[config.mk]
export PLATFORM = sky130hd
export DESIGN_NAME = bifc_front
export DESIGN_NICKNAME = d
export VERILOG_FILES = /design/src/hdl/bifc_pkg.sv /design/src/hdl/bifc_front.sv
export SDC_FILE = /design/constraint.sdc
export NUM_CORES = 1
export LEC_CHECK = 0
export ABC_AREA = 1
export BUFFER_PORTS_ARGS = -buffer_cell sky130_fd_sc_hd__buf_2
export CAP_MARGIN = 20
export CORE_MARGIN = 3
export CORE_UTILIZATION = 53
export DETAILED_ROUTE_END_ITERATION = 8
export PLACE_DENSITY = 0.75
export SYNTH_ARGS = -nofsm -noshare
export SYNTH_HDL_FRONTEND = slang
export SYNTH_SLANG_ARGS = --single-unit
export TNS_END_PERCENT = 100
[constraint.sdc]
create_clock -name clk -period 8.1 [get_ports clk]
set_clock_uncertainty 0.15 [all_clocks]
set_input_delay 1.62 -clock clk [delete_from_list [all_inputs] [get_ports clk]]
set_output_delay 1.62 -clock clk [all_outputs]
set_load 0.03 [all_outputs]
[src/hdl/bifc_pkg.sv]
`default_nettype none
package bifc_pkg;

  localparam int DEF_FRAME_BYTES = 34;

  localparam int SUM_FIRST   = 2;
  localparam int FIELD_FIRST = 4;
  localparam int FIELD_COUNT = 8;

  localparam int Q_DEPTH = 2;
  localparam int Q_PTR_W = $clog2(Q_DEPTH);
  localparam int Q_CNT_W = $clog2(Q_DEPTH + 1);

  localparam int LIMIT_W = 20;
  localparam int MEAS_W  = 20;

  localparam logic [7:0] START_RST  = 8'hDD;
  localparam logic [7:0] STOP_RST   = 8'h77;
  localparam logic [7:0] STATUS_ERR = 8'h80;

  localparam logic [2:0] ST_OK        = 3'd0;
  localparam logic [2:0] ST_BAD_LEN   = 3'd1;
  localparam logic [2:0] ST_BAD_START = 3'd2;
  localparam logic [2:0] ST_ERR_STAT  = 3'd3;
  localparam logic [2:0] ST_CHECKSUM  = 3'd4;
  localparam logic [2:0] ST_BAD_STOP  = 3'd5;

  localparam logic [1:0] REG_START     = 2'd0;
  localparam logic [1:0] REG_STOP      = 2'd1;
  localparam logic [1:0] REG_CHG_LIMIT = 2'd2;
  localparam logic [1:0] REG_DIS_LIMIT = 2'd3;

  typedef logic [FIELD_COUNT-1:0][7:0] field_bytes_t;

  typedef struct packed {
    logic [2:0]   code;
    field_bytes_t fields;
  } frame_rec_t;

endpackage
`default_nettype wire

[src/hdl/bifc_front.sv]
`default_nettype none
module bifc_front
  import bifc_pkg::*;
#(
  parameter int FRAME_BYTES = DEF_FRAME_BYTES
) (
  input  wire logic       clk,
  input  wire logic       rst_n,
  input  wire logic       in_valid,
  output logic            in_stall,
  input  wire logic [7:0] in_rx_byte,
  input  wire logic       in_frame_end,
  input  wire logic [7:0] start_marker,
  input  wire logic [7:0] stop_marker,
  input  wire logic       q_full,
  output logic            q_push,
  output frame_rec_t      q_data
);

  localparam int CW        = $clog2(FRAME_BYTES + 2);
  localparam int SUM_LAST  = FRAME_BYTES - 4;
  localparam int CSUM_HI   = FRAME_BYTES - 3;
  localparam int CSUM_LO   = FRAME_BYTES - 2;
  localparam int COUNT_MAX = FRAME_BYTES + 1;

  logic [CW-1:0] count_r, count_nxt, count_inc;
  logic [15:0]   sum_r, sum_nxt, sum_add;
  logic [7:0]    first_r, first_nxt;
  logic [7:0]    status_r, status_nxt;
  logic [15:0]   csum_r, csum_nxt;
  field_bytes_t  field_r, field_nxt;
  logic [2:0]    code;
  logic          accept;

  assign in_stall = q_full;
  assign accept   = in_valid && !in_stall;

  always_comb begin
    count_inc  = (count_r < CW'(COUNT_MAX)) ? CW'(count_r + 1'b1) : count_r;
    first_nxt  = (count_r == CW'(0)) ? in_rx_byte : first_r;
    status_nxt = (count_r == CW'(SUM_FIRST)) ? in_rx_byte : status_r;
    sum_add    = sum_r;
    if (count_r >= CW'(SUM_FIRST) && count_r <= CW'(SUM_LAST)) begin
      sum_add = sum_r + {8'd0, in_rx_byte};
    end
    csum_nxt = csum_r;
    if (count_r == CW'(CSUM_HI)) begin
      csum_nxt[15:8] = in_rx_byte;
    end
    if (count_r == CW'(CSUM_LO)) begin
      csum_nxt[7:0] = in_rx_byte;
    end
    field_nxt = field_r;
    for (int k = 0; k < FIELD_COUNT; k++) begin
      if (count_r == CW'(FIELD_FIRST + k)) begin
        field_nxt[k] = in_rx_byte;
      end
    end
    if (count_inc != CW'(FRAME_BYTES)) begin
      code = ST_BAD_LEN;
    end else if (first_nxt != start_marker) begin
      code = ST_BAD_START;
    end else if (status_nxt == STATUS_ERR) begin
      code = ST_ERR_STAT;
    end else if (csum_nxt != 16'(-sum_add)) begin
      code = ST_CHECKSUM;
    end else if (in_rx_byte != stop_marker) begin
      code = ST_BAD_STOP;
    end else begin
      code = ST_OK;
    end
    count_nxt = in_frame_end ? '0 : count_inc;
    sum_nxt   = in_frame_end ? 16'd0 : sum_add;
  end

  assign q_push        = accept && in_frame_end;
  assign q_data.code   = code;
  assign q_data.fields = field_nxt;

  always_ff @(posedge clk) begin
    if (!rst_n) begin
      count_r <= '0;
      sum_r   <= '0;
    end else if (accept) begin
      count_r <= count_nxt;
      sum_r   <= sum_nxt;
    end
  end

  always_ff @(posedge clk) begin
    if (accept) begin
      first_r  <= first_nxt;
      status_r <= status_nxt;
      csum_r   <= csum_nxt;
      field_r  <= field_nxt;
    end
  end

endmodule
`default_nettype wire

Word-level counts from Yosys, hierarchy flattened:

Cells that the tools add are included.

* bits in registers: 118
* bits in latches: 0
* RAM bits: 0
* ROM bits: 0
* bits of input ports: 29
* logic and storage cells: 61
* memories kept: 0

* $add $sub $neg: 3
* multipliers: 0
* divide/modulo/power cells: 0
* $lt $le $gt $ge: 3
* eq/ne operators: 16
* shift-type cells: 0
* muxes and demuxes: 21
* bitwise gates (word level): 0
* reduce and logical (&&, ||, !) cells: 5

Operators by type and width (number)
* 2-to-1 mux 8 bit: 12
* 2-to-1 mux 16 bit: 2
* == test 6 x 3 -> 1 bit (second input constant): 4
* == test 6 x 4 -> 1 bit (second input constant): 4
* adder 16 x 8 -> 16 bit: 1
* != test 16 bit: 1
* != test 8 bit: 2
* negation 16 bit: 1
* 2-to-1 mux 3 bit: 5
* 2-to-1 mux 6 bit: 2
* == test 8 bit (second input constant): 1
* adder 6 x 1 -> 6 bit (second input constant): 1
* == test 6 x 2 -> 1 bit (second input constant): 1
* == test 6 x 5 -> 1 bit (second input constant): 1
* == test 6 bit (second input constant): 1
* >= comparator 6 x 2 -> 1 bit (second input constant): 1
* <= comparator 6 x 5 -> 1 bit (second input constant): 1
* zero test 6 bit: 1
* less-than comparator 6 bit (second input constant): 1
* != test 6 bit (second input constant): 1
* logical AND 1 bit: 3
* zero test 1 bit: 1

Longest topological paths before layout:

* depth after elaboration: 9
* depth in mapped cells: 25
* gate-level depth less buffers: 25

Worst setup path after synthesis:

Ideal clock, no wire load.

* path type: input to output
* start: input in_valid
* end: output q_push
* data arrival time: 7132 ps
* data required time: 6330 ps
* slack: -802 ps
* stages: 5
* path through: inv_1 nor2_1 inv_1 clkbuf_1 nor2_1

* cells in the longest elaborated chain, start to end: 2

RTL lines
* start: declaration: line bifc_front.sv:9 `input wire logic in_valid,`
* logical AND 1 bit: line bifc_front.sv:36 `assign accept = in_valid && !in_stall;`
* named net accept: line bifc_front.sv:33 `logic accept;`
* logical AND 1 bit: line bifc_front.sv:76 `assign q_push = accept && in_frame_end;`
* end: declaration: line bifc_front.sv:16 `output logic q_push,`

The timed path passes the listed nets, and every way through them passes these cells.

==> run metrics <==
worst path arrival time=4.56 ns; adder-cell area share of the yosys netlist=2.569%; total of warnings raised by yosys=0; Slowest Stage Delay on Critical Path=0.48 ns; Final Util=63.99%; number of synthesized register bits=118; final instance area=8239 µm²; Post-Layout Cell Count=1172; Worst setup SP type=input pin; Req. time, crit path=6.33 ns; CP Capture Type=primary output; Synth Area in XOR/XNOR=2.094%; Post-synth top flop=edfxtp_1; DRT Pass-1 Iters=7; initial core utilization=55.22%; Seq/Total Area, Yosys=46.74%; Worst R2R Setup Slack=5.60 ns; f_max=158.0 MHz; Slew HR=38.92%; Final Setup Violations=0; Simple-Gate Fraction of Synth Area=31.08%; area of the multi-input gates=3227 µm²; max-cap violation count=0; # fillers=1126; main combinational cell family by area after synthesis=simple AND/OR/NAND/NOR gates; GRT overflow=0; Max Slew Vio Count=0; CP Class=in -> out; cell family with most CP delay=simple AND/OR/NAND/NOR gates; status=finished, final reports clean; Setup Buffers After CTS=0; Remaining DRCs=0; Tmin final=6.328 ns; CTS max path bufs=2; pre-CTS setup slack=1.792 ns; NumNets Final=1030; Reg area=3323 µm²; Vias=6206; CP max FO=13; placed cell area=7679 µm²; post-route antenna net violation count=0; placed cells=1140; Hold Fails Final Rpt=0; Hold-fix buffers, CTS=0; first-pass GRT wire length=28390 µm; setup TNS=0 ns; wire per inst=15.07 µm; Synth Area per Inst=7.909 µm²; Post-synth EDFFs=96; # IOs=98; largest net degree at the start of global routing=75; Final WS setup=1.772 ns; Compound-Gate Fraction of Synth Area=9.537%; # rows=41; vias in the first global route=5617; fin crit share=78.13%; RSZ-0062 raised after global routing=false; IO buf count=97; core area=12880 µm²; Num CTS Buffers=17; CP most frequent cell=nand2_1; Tot Pwr=1.556 mW; clock sinks=118; P&R area growth vs syn=15.87%; n_diodes=0; layout cells sized above 1=18.10%; gr usage total=24.68%; syn_nets=942; mux share of post-synthesis cell area=0%; slowest cell on the critical path=fa_1; Vias/cell=5.295; DP Wirelength=12290 µm; Synth async-reset ratio=0%; Min-Delay Path Class=reg -> reg; worst-margin pin slew=0.9163 ns; Post-CTS Resized=0; Die ar.=14840 µm²; die height=121.8 µm; total number of H-tree levels=4; final wirelength=17670 µm; Clock Latency Late Sink=0.42 ns; TritonCTS clock tree=done; CP Launch Point=in_rx_byte[1]; initial drt markers=625; Synth Instances=899; clock slew at reported path FFs=0.05 ns; Cell Chain, Critical Path=buf_2 > inv_1 > fa_1 > nand3_1 > nand2_1 > ha_1 > inv_1 > o211ai_1 > nand2_1 > nand2_1 > nor2_1 > nand3_1 > nor2_1 > nand2_1 > nor2_1 > nand3_1 > nor2_1 > nand3_1 > nand2_1 > nand2_1 > nand2_1 > buf_2; VDD IR max=129.5 µV; Clock Root Buffer=clkbuf_16; Die X=121.8 µm; initial antenna violation count=0; Reg-to-Reg Start=sum_r[0]$_SDFFE_PN0P_; Placer Congestion=0.9527; Netlist Area Pre-Place=7111 µm²; WHS=0.3419 ns; Yosys cell types=42; pwr/cell area=188.8 nW/µm²; worst hold start=sum_r[6]$_SDFFE_PN0P_; Leak=3.881 nW; buffer and inverter count on the worst path=4
final cells by class:
| type | count | share of cell area, % |
|---|---|---|
| Inverter | 110 | 5.011 |
| Tap cell | 172 | 2.612 |
| Timing Repair Buffer | 99 | 6.074 |
| Clock buffer | 23 | 5.558 |
| Clock inverter | 9 | 1.245 |
| Multi-Input combinational cell | 641 | 39.16 |
| Sequential cell | 118 | 40.33 |
cells in the mapped netlist, types with 7 or more instances:
library cell  count  share of area [%]
o21ai_0          95                6.7
ha_1             13                2.3
nand2_1         301                 16
clkbuf_1         23                1.2
xor2_1           12                1.5
nand4_1           7               0.62
edfxtp_1         96                 41
nand3_1          73                5.1
dfxtp_1          22                6.2
inv_1           106                5.6
nor2_2            7               0.62
a21oi_1          24                1.7
nor2_1           35                1.8
nand2_2          16                1.4
nand3_2           7               0.99
state kept, by name, summed over array words and instances (netlist names):
register,cells
field_r,64
csum_r,16
sum_r,16
first_r,8
status_r,8
count_r,6
worst paths after layout:
kind / endpoint / cells past startpoint
hold reg to reg: sum_r[6]$_SDFFE_PN0P_ / 2
setup reg to reg: sum_r[14]$_SDFFE_PN0P_ / 13
setup / recovery: q_data[64] / 22
hold / removal: sum_r[6]$_SDFFE_PN0P_ / 2
cells by family (layout without fill, tap and decap cells):
group,Yosys count,count (layout)
compound gates,132,132
xor+xnor,17,17
fa+ha+maj,14,14
buf+inv,140,241
flops,118,118
simple gates,478,478
where the power goes:
group / switching [mW] / internal [mW]
combinational: 0.112 / 0.0449
clock: 0.259 / 0.457
sequential: 0.00511 / 0.678
total: 0.376 / 1.18
per-layer routing:
| layer | wire, µm | share of wire (%) | global-route usage (%) |
|---|---|---|---|
| met1 | 8175 | 46 | 33.52 |
| met2 | 8134 | 46 | 39.57 |
| met3 | 969 | 5.5 | 5.014 |
| met4 | 386 | 2.2 | 8.683 |
| met5 | 0 | 0 | 0 |
tightest hold or removal path, stage by stage (launching register included):
cell and delay [ns]:
dfxtp_1 0.32, nand2_1 0.06, a21oi_1 0.06
placed cells by master, fill, tap and decap left out, types with 12 or more instances in the layout:
cell type  count
nand2_1      301
inv_1        106
buf_2         97
edfxtp_1      96
o21ai_0       95
nand3_1       73
nor2_1        34
a21oi_1       24
dfxtp_1       22
clkbuf_16     17
nand2_2       16
ha_1          13
xor2_1        12
Note: power is estimated with default switching activity, not from simulation.
